## src/rtl/fms_pkg.sv

```systemverilog
`timescale 1ns / 1ps
package fms_pkg;
	localparam int unsigned MaxSteps     = 1024;
	localparam int unsigned MinGrowSteps = 5;

	typedef enum logic [2:0] {
		REG_RMS_TARGET  = 3'd0,
		REG_START_DT    = 3'd1,
		REG_MAX_DT      = 3'd2,
		REG_START_MIX   = 3'd3,
		REG_GROW        = 3'd4,
		REG_SHRINK      = 3'd5,
		REG_MIX_DECAY   = 3'd6,
		REG_MAX_DISP    = 3'd7
	} reg_idx_t;

	typedef enum logic [1:0] {
		ST_CONTINUE  = 2'd0,
		ST_CONVERGED = 2'd1,
		ST_LIMIT     = 2'd2
	} status_t;

	// request to the shared sqrt/divide unit
	typedef struct packed {
		logic         sqrt_go;
		logic         div_go;
		logic [67:0]  radicand;
		logic [65:0]  dividend;
		logic [33:0]  divisor;
	} alu_req_t;

	typedef struct packed {
		logic         busy;
		logic [33:0]  root;
		logic [65:0]  quot;
	} alu_rsp_t;
endpackage

```

## src/rtl/fms_iter.sv

```systemverilog
`timescale 1ns / 1ps
// bit-serial square root (34-bit root of 68-bit radicand) and restoring divide
module fms_iter (
	input  logic               clk,
	input  logic               arst_n,
	input  fms_pkg::alu_req_t  req,
	output fms_pkg::alu_rsp_t  rsp
);
	logic [6:0]  cnt_q;
	logic        mode_q;
	logic [67:0] rad_q;
	logic [35:0] rem_q;
	logic [33:0] root_q;
	logic [65:0] quot_q;
	logic [34:0] drem_q;
	logic [33:0] dvs_q;
	logic [35:0] trial;
	logic [35:0] rem_sh;
	logic [34:0] drem_sh;

	assign rem_sh  = {rem_q[33:0], rad_q[67:66]};
	assign trial   = {root_q, 2'b01};
	assign drem_sh = {drem_q[33:0], quot_q[65]};

	always_ff @(posedge clk or negedge arst_n) begin
		if (!arst_n) begin
			cnt_q <= '0;
			mode_q <= 1'b0;
		end else if (cnt_q != '0) begin
			cnt_q <= cnt_q - 7'd1;
		end else if (req.sqrt_go) begin
			cnt_q <= 7'd34;
			mode_q <= 1'b0;
		end else if (req.div_go) begin
			cnt_q <= 7'd66;
			mode_q <= 1'b1;
		end
	end

	always_ff @(posedge clk) begin
		if (cnt_q == '0) begin
			if (req.sqrt_go) begin
				rad_q <= req.radicand;
				rem_q <= '0;
				root_q <= '0;
			end else if (req.div_go) begin
				quot_q <= req.dividend;
				drem_q <= '0;
				dvs_q <= req.divisor;
			end
		end else if (!mode_q) begin
			rad_q <= {rad_q[65:0], 2'b00};
			if (rem_sh >= trial) begin
				rem_q <= rem_sh - trial;
				root_q <= {root_q[32:0], 1'b1};
			end else begin
				rem_q <= rem_sh;
				root_q <= {root_q[32:0], 1'b0};
			end
		end else begin
			if (drem_sh >= {1'b0, dvs_q}) begin
				drem_q <= drem_sh - {1'b0, dvs_q};
				quot_q <= {quot_q[64:0], 1'b1};
			end else begin
				drem_q <= drem_sh;
				quot_q <= {quot_q[64:0], 1'b0};
			end
		end
	end

	assign rsp.busy = (cnt_q != '0);
	assign rsp.root = root_q;
	assign rsp.quot = quot_q;
endmodule

```

## config.mk

```make
export PLATFORM = sky130hd
export DESIGN_NAME = fms_iter
export DESIGN_NICKNAME = d
export VERILOG_FILES = /design/src/rtl/fms_pkg.sv /design/src/rtl/fms_iter.sv
export SDC_FILE = /design/constraint.sdc
export NUM_CORES = 1
export LEC_CHECK = 0
export BUFFER_PORTS_ARGS = -buffer_cell sky130_fd_sc_hd__buf_2
export CORE_MARGIN = 2
export CORE_UTILIZATION = 55
export CTS_CLUSTER_SIZE = 8
export DETAILED_ROUTE_END_ITERATION = 16
export GPL_TIMING_DRIVEN = 0
export PLACE_DENSITY = 0.9
export SYNTH_ARGS = -nofsm -noshare
export SYNTH_HDL_FRONTEND = slang
export SYNTH_SLANG_ARGS = --single-unit
```

## constraint.sdc

```tcl
create_clock -name clk -period 22.7 [get_ports clk]
set_input_delay 3.405 -clock clk [delete_from_list [all_inputs] [get_ports clk]]
set_output_delay 3.405 -clock clk [all_outputs]
set_load 0.005 [all_outputs]
```

==> flow_results.org, run 1 <==
** Placed design
- Cell count after placement :: 2210
- Post-Place Cell Area :: 0.0172 mm²
- Buffers added on ports :: 272
- At the placement stage, the worst setup path has a slack of 16.31 ns.
- The congestion estimate from routability-driven global placement came to 0.917.
- Half-perimeter wire length after detailed placement :: 29000 µm

** Clocking
- Clock tree from TritonCTS :: built
- Maximum count of clock buffers along a single path :: 3
- Clk_lat worst skew :: 0.54 ns
- In this run, post-CTS hold repair placed 0 buffers.
- TritonCTS created 40 clock buffers.
- Post-CTS repair changed the size of 0 cells.
- The clock drives 278 sinks.
- Total number of H-tree levels :: 2
- The root buffer cell chosen for the clock tree is clkbuf_16.
- The number of setup buffers added after CTS is 0.
- Clock-pin slew was measured on the worst setup and hold paths at 0.05 ns.

** Synthesis
- The cell area that synthesis handed to floorplanning was 0.0152 mm².
- For this run, the register share of the synthesized area comes to 0.545.
- After synthesis, the share of flip-flops with an asynchronous set or reset is 0.0288.
- Share of the synthesized area in the top cell type :: 0.532
- After synthesis, the cell types taking the most area are edfxtp_1 (53%), nand2_1 (13%), ha_1 (5.8%), a21oi_1 (3.5%), inv_1 (2.4%).
- When the netlist entered floorplanning its net count stood at 1804.
- The netlist uses 77 different library cells.
- Number of enable flip-flop cells after synthesis :: 270
- Synthesis inferred 278 register bits.
- Synthesized area per cell :: 9.77 µm²
- Most common cell in the synthesized netlist :: nand2_1
- Leading cell types by count after synthesis :: nand2_1 (513), edfxtp_1 (270), a21oi_1 (108), inv_1 (96), nor2_1 (82)
- Synthesis produced 1560 cells.
- Of all cell types, the one taking the most synthesized area is edfxtp_1.
- Leading register cell type out of synthesis :: edfxtp_1
- Yosys printed 0 warnings.

** Min path
- The tightest min-delay check is of the flip-flop to flip-flop type.
- Startpoint of the worst hold path :: cnt_q[4]

** Setup path
- At the worst endpoint, the arrival time is 3.59 ns.
- R2R Path Start :: cnt_q[3]
- At the worst endpoint, the required time is 19.30 ns.
- Critical path launch point type :: flip-flop
- In this run the worst path has a maximum fanout of 10.
- The worst setup path is captured at an output port.
- The worst setup path is of the flip-flop to output port kind.
- Worst setup path startpoint :: cnt_q[3]

** GRT
- Number of global-route vias before repair :: 12700
- Entering global routing, the biggest net connects 55 pins.
- Number of antenna violations at the first check in global routing :: 6
- For this run the aggregate overflow at the end of global routing stands at 0.
- The first global-routing pass estimated 63900 µm of wire.
- For this run, the total global-route usage over all layers was measured as 0.278.

** Pwr
- The worst-case IR drop observed on VDD is 0.0768 mV.
- Cell internal power was estimated by the tool at 0.00162 W.
- Static power due to leakage :: 8.25 nW
- Net switching power :: 0.000986 W
- Share of power burned in combinational logic :: 0.437
- Relative contribution of the clock network to total power :: 0.213
- Switching share of total power :: 0.379
- Of the total power, registers draw 0.350.
- Pwr dens :: 141 mW/mm²

** Floorplan
- Total die area :: 0.0291 mm²
- Number of placement rows :: 60
- The region available for standard cell placement spans 0.0271 mm².
- For this configuration, the core starts out at a cell density of 0.562.
- In this run the count of I/O pins placed on the die edge is 273.
- Chip Width :: 170 µm
- Die height :: 170 µm

** Cells and area
- Once layout is complete, the utilization of the core stands at 0.679.
- Post-route standard cell area excluding fillers :: 0.0184 mm²
- Footprint of the flip-flops and latches :: 0.00831 mm²
- Non-filler instance count after layout :: 2277
- Filler Cells Inserted :: 2022
- Combined area of the multi-input logic cells :: 0.00626 mm²
- From synthesis to final layout, the design area changed by 20.8%.
- Fraction of final layout cells sized beyond drive strength 1 :: 0.196
- For this run, the post-layout net count is 2125.

** Timing
- Number of failing hold endpoints at the final stage :: 0
- After layout, the minimum clock period comes to 6.99 ns.
- Of the available clock period, the critical path in the final layout requires 0.308.
- Worst Skew :: 0.0171 ns
- At the pin with the least slew margin, the transition time is 0.986 ns.
- The worst path meets setup with 15.71 ns of slack.
- Setup violations remaining at the end of the flow were counted as 0.
- Setup Total Neg Slack :: 0 ns
- Peak Freq :: 0.143 GHz
- Setup repair after global routing left no endpoint under its margin.
- Headroom to the max-slew limit came out at 0.343.
- The number of pins exceeding their max-slew limit in the final report came to 0.

** Routing
- Remaining routing DRC violations :: 0
- Vias per std cell :: 5.70
- For this block, the routed nets add up to 40900 µm of wire.
- Pre-antenna DRT Iters :: 8
- Once detail routing completed, the nets flagged for antenna violations numbered 0.
- DR vias :: 13000
- Dividing the detail-routed wire length by the instance count gives 18.0 µm.
- The detailed router finished its first iteration with 990 violations.

** Run
- Max-cap violations in this run came to 0.

** Status
- The flow ran to the end, and the final reports show no timing, DRC or antenna violations.
critical path, stage by stage, from the launching register on:
cell and delay, ns:
dfrtp_1 0.41, nor3_1 0.29, nand3b_1 0.14, nor2_1 0.70
clkinv_1 0.50, clkbuf_1 0.41, clkbuf_1 0.37, buf_2 0.24
metal layers:
| metal | global-route usage | vias to the layer above | part of all wire |
|---|---|---|---|
| met3 | 0.0709 | 141 | 0.091 |
| met4 | 0.128 | 8 | 0.043 |
| met1 | 0.349 | 6097 | 0.39 |
| met2 | 0.455 | 655 | 0.47 |
| met5 | 0 | - | 0.0016 |
| li1 | - | 6068 | - |
cells by family (layout without fill, tap and decap cells):
logic type,after synthesis,in the layout,synth area share
simple gates,705,705,0.191
compound gates,289,289,0.126
flops,278,278,0.545
buf+inv,160,502,0.0452
fa+ha+maj,72,72,0.0596
xor+xnor,47,47,0.0270
mux,9,9,0.00608
other cells,0,3,0
metrics by stage:
stage	hold slack (ns)	power, W
floorplan	0.443	0.00172
global placement	0.457	0.00197
detailed placement	0.473	0.00202
CTS	0.484	0.00259
global route	0.506	0.00277
finish	0.489	0.00260
area by class of cell:
class | instances | share of cell area
Inverter | 97 | 0.0198
Clock buffer | 61 | 0.0598
Buffer | 63 | 0.0177
Sequential cell | 278 | 0.451
Antenna cell | 3 | 0.000408
Multi-Input combinational cell | 1122 | 0.340
Clock inverter | 2 | 0.00218
Tap cell | 372 | 0.0253
Timing Repair Buffer | 279 | 0.0832
final timing paths:
path                        endpoint  slack, ns  cells past startpoint
max in group asynchronous   cnt_q[6]      19.82                      1
setup / recovery            rsp[100]      15.71                      7
hold / removal              cnt_q[4]       0.49                      1
hold reg to reg             cnt_q[4]       0.49                      1
setup reg to reg           rem_q[22]      18.43                      9
min in group asynchronous   cnt_q[3]       2.71                      1
sequential cells by signal, summed over array words and instances, names as in the netlist:
name	cells
rad_q	68
quot_q	66
drem_q	34
dvs_q	34
rem_q	34
root_q	34
cnt_q	7
mode_q	1
power by group through the flow:
stage | Clock (W) | Sequential (W) | Combinational [W]
after floorplan | 0 | 0.000916 | 0.000805
after global placement | 0 | 0.000934 | 0.00104
after detailed placement | 0 | 0.000914 | 0.00111
after CTS | 0.000558 | 0.000909 | 0.00112
after global routing | 0.000580 | 0.000927 | 0.00126
final | 0.000554 | 0.000911 | 0.00114
placed cells by master (no fill, tap or decap), drive strengths merged, types with 8 or more instances in the layout:
cell type,n
a211oi,14
o21ai,59
clkbuf,108
edfxtp,270
o21a,13
and3,9
xor2,20
a31oi,8
a21oi,112
nor3,16
ha,71
dfrtp,8
nor2b,8
a21o,31
buf,295
xnor2,27
nor2,83
nand3,25
nand2,514
nand4,14
inv,97
Note: power is estimated with default switching activity, not from simulation.
==> run 2: changes to the inputs <==
- ABC_AREA: unset -> 1
- PLACE_DENSITY: 0.9 -> 0.89
- clock period: 22.7 -> 6.7 ns (I/O delays scaled with it)
==> flow_results.org, run 2 <==
** Status
- Outcome: finished, final reports clean (unchanged).

** Synthesis
- Post-synth ARST share :: 0.0288 (unchanged)
- The total nets after synthesis was 2414 (was 1804).
- The cell count after synthesis is 2170 (was 1560).
- Yosys cell types :: 39 (was 77)
- Leading cell types by count after synthesis :: nand2_1 (898), inv_1 (307), edfxtp_1 (270), nor2_1 (260), ha_1 (71) (was nand2_1 (513), edfxtp_1 (270), a21oi_1 (108), inv_1 (96), nor2_1 (82))
- Number of synthesized register bits :: 278 (unchanged)
- Number of enable flip-flop cells after synthesis :: 270 (unchanged)
- The fraction of the yosys area taken by sequential cells was 0.491 (was 0.545).
- The total number of yosys warnings came to 0 (unchanged).
- Largest area contributor in the synthesized netlist :: edfxtp_1 (unchanged)
- Share of the synthesized area in the top cell type :: 0.479 (was 0.532)
- Post-synthesis instance area :: 0.0169 mm² (was 0.0152 mm²)
- The commonest register cell after synthesis is edfxtp_1 (unchanged).
- The library cell with the highest instance count after synthesis is nand2_1 (unchanged).
- The synthesized area per cell is 7.79 µm² (was 9.77 µm²).
- Area contributors post-synth :: edfxtp_1 (48%), nand2_1 (20%), inv_1 (6.8%), nor2_1 (5.8%), ha_1 (5.3%) (was edfxtp_1 (53%), nand2_1 (13%), ha_1 (5.8%), a21oi_1 (3.5%), inv_1 (2.4%))

** Timing
- Number of slew-limit violations in the final report :: 0 (unchanged)
- Crit share post-route :: 0.545
- Worst Skew :: 0.0230 ns (was 0.0171 ns)
- The actual slew at the worst max-slew pin came to 0.819 ns (was 0.986 ns).
- Unrepaired setup endpoints after global routing: false (unchanged).
- Peak Freq :: 0.274 GHz
- Worst Hold Margin :: 0.298 ns (was 0.489 ns)
- The max-slew headroom at the worst pin was 0.452 (was 0.343).
- Number of failing hold endpoints at the final stage :: 0 (unchanged)
- Setup Total Neg Slack :: 0 ns (unchanged)
- Minimum clock period after layout :: 3.65 ns
- Final setup fails :: 0 (unchanged)

** Floorplan
- Number of placement rows :: 64 (was 60)
- Number of I/O pins :: 273 (unchanged)
- Die height :: 179 µm (was 170 µm)
- Initial Util :: 0.556 (was 0.562)
- The area of the die came to 0.0322 mm² (was 0.0291 mm²).
- The total core area is 0.0304 mm² (was 0.0271 mm²).
- Chip Width :: 179 µm (was 170 µm)

** Cells and area
- Largest registers ranked by flip-flop count :: rad_q x68, quot_q x66 (unchanged)
- Non-filler instance count after layout :: 2909 (was 2277)
- The number of flip-flops in the largest register was 68 (unchanged).
- The final instance area came to 0.0202 mm² (was 0.0184 mm²).
- Highest-count cells in the layout ignoring fill and taps :: nand2_1 (898), inv_1 (304), buf_2 (286), edfxtp_1 (270), nor2_1 (259) (was nand2_1 (512), buf_2 (280), edfxtp_1 (270), a21oi_1 (107), inv_1 (95))
- The register bank with the most flops was rad_q (unchanged).
- The net count reported at finish is 2737 (was 2125).
- The most frequent standard cell in the layout excluding fill and tap cells is nand2_1 (unchanged).
- The area growth from synthesis to layout is 19.3% (was 20.8%).
- Filler Cells Inserted :: 2501 (was 2022)
- Fraction of final layout cells sized beyond drive strength 1 :: 0.156 (was 0.196)

** Pwr
- Peak supply drop :: 0.259 mV (was 0.0768 mV)
- Power consumption :: 0.0116 W (was 0.00260 W)
- The static leakage is 10.3 nW (was 8.25 nW).
- Pwr dens :: 573 mW/mm² (was 141 mW/mm²)

** Clocking
- Number of sinks driven by the clock tree :: 278 (unchanged)
- The clock input transition at the sequential cells of the worst setup and hold paths is 0.05 ns (about the same).
- The master cell of the clock root buffer is clkbuf_16 (unchanged).
- The number of buffers added by the clock tree synthesis step came to 41 (was 40).
- Post-CTS Setup Inserts :: 0 (unchanged)
- The maximum root-to-sink buffer count was 3 (unchanged).
- Clock tree from TritonCTS :: built (unchanged)
- The post-cts repair resize count was 0 (unchanged).
- The number of H-tree levels is 2 (unchanged).
- Clk_lat worst skew :: 0.55 ns (was 0.54 ns)
- The hold-fix buffer count after cts came to 0 (unchanged).

** Setup path
- The nature of the critical path endpoint is an output port (unchanged).
- Critical path launch point type :: flip-flop (unchanged)
- The critical path class is flip-flop to output port (unchanged).
- Required time at the worst-slack endpoint :: 5.69 ns (was 19.30 ns)
- Crit path max fanout :: 10 (unchanged)
- Critical Path AT :: 2.65 ns (was 3.59 ns)

** Routing
- The count of TritonRoute iterations in the first routing pass was 6 (was 8).
- The via total after detailed routing came to 15100 (was 13000).
- DRT antenna net count :: 0 (unchanged)
- Mean routed wirelength per cell :: 16.2 µm (was 18.0 µm)
- The via density per instance was 5.21 (was 5.70).
- Total Routed Length :: 47000 µm (was 40900 µm)
- Remaining routing DRC violations :: 0 (unchanged)
- The initial DRC count came to 1041 (was 990).

** GRT
- The initial antenna violation count was 8 (was 6).
- Largest net degree at the start of global routing :: 35 (was 55)
- The via count of the first global-routing pass came to 14500 (was 12700).
- The global-route usage over all layers is 0.295 (was 0.278).
- The total overflow reported by the global router came to 0 (unchanged).
- The wire length of the first global-routing pass was 74100 µm (was 63900 µm).

** Placed design
- Post-Place Cell Area :: 0.0190 mm² (was 0.0172 mm²)
- Buffers added on ports :: 272 (unchanged)
- Half-perimeter wire length after detailed placement :: 36100 µm (was 29000 µm)
- GPL Wtd Cong :: 0.979 (was 0.917)
- Cell count after placement :: 2846 (was 2210)

** Min path
- The class of the tightest hold or removal check is input port to asynchronous set/reset pin (was flip-flop to flip-flop).

** Run
- The max-cap check violation count was 0 (unchanged).
-- run 2: cell types whose count changed in the layout (fill, tap and decap cells not counted), moves of 12 or more --
cell / delta
o21ai_0: -21
a21o_1: -29
o21a_1: -13
nand2_1: +386
o21bai_1: +24
clkbuf_1: -27
a21oi_1: -51
inv_1: +209
nand3b_1: +12
xnor2_1: -23
nor2_1: +177
nand3_1: +31
-- run 2: kinds of logic (layout without fill, tap and decap cells) --
group,Yosys count,count (layout),share of synthesized area
AO/OA/AOI/OAI,138,138,0.0465
XOR/XNOR,35,35,0.0181
adder cells (fa/ha/maj),72,72,0.0537
buffers and inverters,363,701,0.0871
flip-flops,278,278,0.491
other,0,5,0
AND/OR/NAND/NOR,1284,1284,0.303
-- run 2: area by class of cell --
| class | count | area, µm² | area share |
|---|---|---|---|
| Inverter | 311 | 1170 | 0.0582 |
| Timing Repair Buffer | 280 | 1540 | 0.0765 |
| Antenna cell | 5 | 12.5 | 0.000620 |
| Buffer | 52 | 309 | 0.0153 |
| Sequential cell | 278 | 8310 | 0.412 |
| Clock buffer | 52 | 1070 | 0.0529 |
| Clock inverter | 6 | 82.6 | 0.00409 |
| Multi-Input combinational cell | 1529 | 7180 | 0.356 |
| Tap cell | 396 | 495 | 0.0246 |
-- run 2: worst paths after layout --
kind | startpoint | to | slack, ns | cells after the start
setup / recovery | cnt_q[1] | rsp[100] | 3.05 | 8
hold reg to reg | rad_q[65] | rad_q[67] | 0.51 | 2
hold / removal | arst_n | cnt_q[0] | 0.30 | 1
max in group asynchronous | arst_n | cnt_q[6] | 6.19 | 1
min in group clk | rad_q[65] | rad_q[67] | 0.51 | 2
setup reg to reg | cnt_q[0] | drem_q[8] | 3.74 | 10
-- run 2: report_power, final --
part           switching (W)  internal [W]
Sequential          0.000369       0.00317
Combinational        0.00395       0.00218
Clock               0.000773       0.00112
Total                0.00509       0.00646
-- run 2: layer usage --
layer  track usage  vias to the layer above  part of all wire
met5             0                        -           0.00083
met4         0.118                        6             0.042
met3        0.0698                      123             0.084
met2         0.499                      669              0.47
met1         0.366                     6885              0.40
li1              -                     7462                 -
-- run 2: critical path: stages, from the launching register on --
cell and delay, ns:
dfrtp_1 0.39, inv_2 0.06, ha_4 0.17, nand3_2 0.09
nor2_2 0.05, inv_2 0.15, clkbuf_1 0.49, clkbuf_1 0.47
buf_2 0.22
-- run 2: per-stage QoR --
step                      worst slack (ns)   util
after floorplan                      -1.42      -
after global placement               -6.39  0.618
after detailed placement              3.59  0.625
after CTS                             3.02  0.663
after global routing                  2.93  0.663
final                                 3.05  0.663
==> run 3: changes to the inputs <==
- CORE_UTILIZATION: 55 -> 52
- PLACE_DENSITY: 0.89 -> 0.88
- clock period: 6.7 -> 3 ns (I/O delays scaled with it)
==> flow_results.org, run 3 (synthesized netlist as in run 2, its figures left out) <==
** Cells and area
- Utilization after layout :: 0.630 (was 0.663)
- Flip-flop count of the largest register, all copies and words added :: 68 (unchanged)
- The most frequent standard cell in the layout excluding fill and tap cells is nand2_1 (unchanged).
- Highest-count cells in the layout ignoring fill and taps :: nand2_1 (898), inv_1 (304), buf_2 (286), edfxtp_1 (270), nor2_1 (259) (unchanged)
- The filler cell count is 2684 (was 2501).
- The final instance area is 0.0203 mm² (was 0.0202 mm²).
- The register bank with the most flops was rad_q (unchanged).
- Footprint of the flip-flops and latches :: 0.00831 mm² (unchanged)
- The fraction of final layout cells sized beyond drive strength 1 was 0.158 (was 0.156).
- Largest registers ranked by flip-flop count: rad_q x68, quot_q x66 (unchanged).
- Combined area of the multi-input logic cells :: 0.00718 mm² (unchanged)
- Relative area change from synthesis to final layout :: 20.2% (was 19.3%)
- The net count reported at finish is 2742 (was 2737).

** Timing
- The worst path needs 2.85 ns of the cycle, external delays included.
- Headroom to the max-slew limit :: 0.455 (was 0.452)
- Worst Hold Margin :: 0.0842 ns (was 0.298 ns)
- The final number of hold-violating endpoints was 0 (unchanged).
- Final setup fails :: 0 (unchanged)
- Worst Skew :: 0.0101 ns (was 0.0230 ns)
- Worst Tran Pin Value :: 0.817 ns (was 0.819 ns)
- Timing would allow up to 0.351 GHz.
- Unrepaired setup endpoints after global routing: false (unchanged).
- Of the available clock period, the critical path in the final layout requires 0.951.
- Setup Total Neg Slack :: 0 ns (unchanged)
- The number of pins exceeding their max-slew limit in the final report is 0 (unchanged).

** Clocking
- The master cell of the clock root buffer is clkbuf_16 (unchanged).
- The clock latency reported for the late side of the worst-skew pair came to 0.54 ns (was 0.55 ns).
- Maximum count of clock buffers along a single path :: 3 (unchanged)
- The number of buffers added by the clock tree synthesis step is 41 (unchanged).
- The number of H-tree levels is 2 (unchanged).
- The clock input transition at the sequential cells of the worst setup and hold paths came to 0.05 ns (about the same).
- Number of sinks driven by the clock tree :: 278 (unchanged)
- Clock tree from TritonCTS :: built (unchanged)

** Setup path
- The data required time of the worst path was 3.29 ns (was 5.69 ns).
- Kind of critical path :: flip-flop to flip-flop (was flip-flop to output port)
- The top fanout value on the critical path came to 10 (unchanged).
- Endpoint class of the critical path :: flip-flop (was output port)
- The number of cells traversed by the worst register-to-register path was 11 (was 10).
- Critical path launch point type :: flip-flop (unchanged)
- The worst path arrival time is 3.14 ns (was 2.65 ns).

** Placed design
- The HPWL after detailed placement came to 36800 µm (was 36100 µm).
- Post-Place Cell Area :: 0.0191 mm² (was 0.0190 mm²)
- GPL Wtd Cong :: 0.948 (was 0.979)
- The count of buffers inserted at the top-level ports is 272 (unchanged).

** Status
- Outcome: finished, final reports clean (unchanged).

** Routing
- The via total after detailed routing was 15100 (about the same).
- Vias per std cell :: 5.11 (was 5.21)
- The average wire length per cell after detail routing was 16.3 µm (was 16.2 µm).
- DRT antenna net count :: 0 (unchanged)
- The detailed-route DRC error count came to 0 (unchanged).
- Total Routed Length :: 48400 µm (was 47000 µm)
- The count of TritonRoute iterations in the first routing pass came to 6 (unchanged).
- DRC marker count from the first detailed-route iteration :: 1124 (was 1041)

** Floorplan
- Number of I/O pins :: 273 (unchanged)
- The site row count is 66 (was 64).
- Initial Util :: 0.524 (was 0.556)
- The total core area is 0.0323 mm² (was 0.0304 mm²).
- The horizontal die dimension was 184 µm (was 179 µm).
- The vertical extent of the die came to 184 µm (was 179 µm).
- Total die area :: 0.0340 mm² (was 0.0322 mm²)

** Pwr
- The post-layout total power was 0.0261 W (was 0.0116 W).
- Peak supply drop :: 0.666 mV (was 0.259 mV)
- Pwr dens :: 1280 mW/mm² (was 573 mW/mm²)
- Static power due to leakage :: 10.3 nW (about the same)

** Min path
- The class of the tightest hold or removal check is input port to flip-flop (was input port to asynchronous set/reset pin).
- Along the worst hold path, the cell count comes to 1.

** GRT
- Number of global-route vias before repair :: 14600 (was 14500)
- The pin count of the biggest net entering global routing is 35 (unchanged).
- The initial antenna violation count came to 7 (was 8).
- The wire length of the first global-routing pass was 75000 µm (was 74100 µm).
- The global-route usage over all layers is 0.284 (was 0.295).
- The total overflow reported by the global router came to 0 (unchanged).

** Run
- The max-cap check violation count was 0 (unchanged).
==> run 3: cell count changes in the layout (fill, tap and decap cells not counted), sizes merged <==
cell / change
buf: +5
clkbuf: -1
clkinv: +1
dlygate4sd3: +1
inv: -1
==> run 3: layer usage <==
| metal | share of wire | up-vias | global-route usage |
|---|---|---|---|
| met5 | 0.0025 | - | 0 |
| met4 | 0.041 | 10 | 0.115 |
| met3 | 0.082 | 123 | 0.0616 |
| met2 | 0.47 | 641 | 0.484 |
| met1 | 0.40 | 6888 | 0.351 |
| li1 | - | 7474 | - |
==> run 3: layout make-up <==
type | count | share of cell area
Buffer | 51 | 0.0151
Antenna cell | 5 | 0.000615
Inverter | 311 | 0.0580
Clock buffer | 52 | 0.0530
Clock inverter | 6 | 0.00394
Multi-Input combinational cell | 1529 | 0.353
Tap cell | 442 | 0.0272
Timing Repair Buffer | 286 | 0.0806
Sequential cell | 278 | 0.409
==> run 3: path summary, 6_finish.rpt <==
kind	start	endpoint	slack (ns)
worst max-delay path	root_q[17]	rem_q[16]	0.15
worst min-delay path	req[8]	dvs_q[8]	0.08
worst max register to register	root_q[17]	rem_q[16]	0.15
worst min register to register	rad_q[27]	rad_q[29]	0.51
max in group asynchronous	arst_n	cnt_q[2]	2.47
min in group asynchronous	arst_n	mode_q	0.35
==> run 3: critical path, stage by stage (launching register included) <==
cell	delay, ns
edfxtp_1	0.39
inv_1	0.15
ha_1	0.32
a21oi_1	0.24
nand2_1	0.12
a21oi_1	0.25
nand3_2	0.22
nand3_4	0.21
nand2_8	0.14
buf_6	0.19
o21ai_0	0.29
nor2_1	0.07
==> run 3: power by group <==
part           internal, W  switching [W]  leakage (nW)  total (W)
logic              0.00497        0.00894          7.06     0.0139
registers          0.00707       0.000836          2.72    0.00790
clock network      0.00251        0.00174         0.562    0.00425
total               0.0145         0.0115          10.3     0.0261
==> run 3: timing repair <==
item / CTS / global route
hold buffers: 1 / 0
pin swaps: 0 / 1
setup endpoints to repair: 82 / 48
setup buffers: 3 / 1
resized for setup: 2 / 0
hold endpoints to repair: 8 / 0
==> run 3: stage by stage <==
step           std cells  worst slack, ns
2_1_floorplan       2170            -5.12
3_3_place_gp        2884           -10.43
3_5_place_dp        2893           -0.155
4_1_cts             2955           0.0558
5_1_grt             2955           0.0300
6_report            2960            0.147
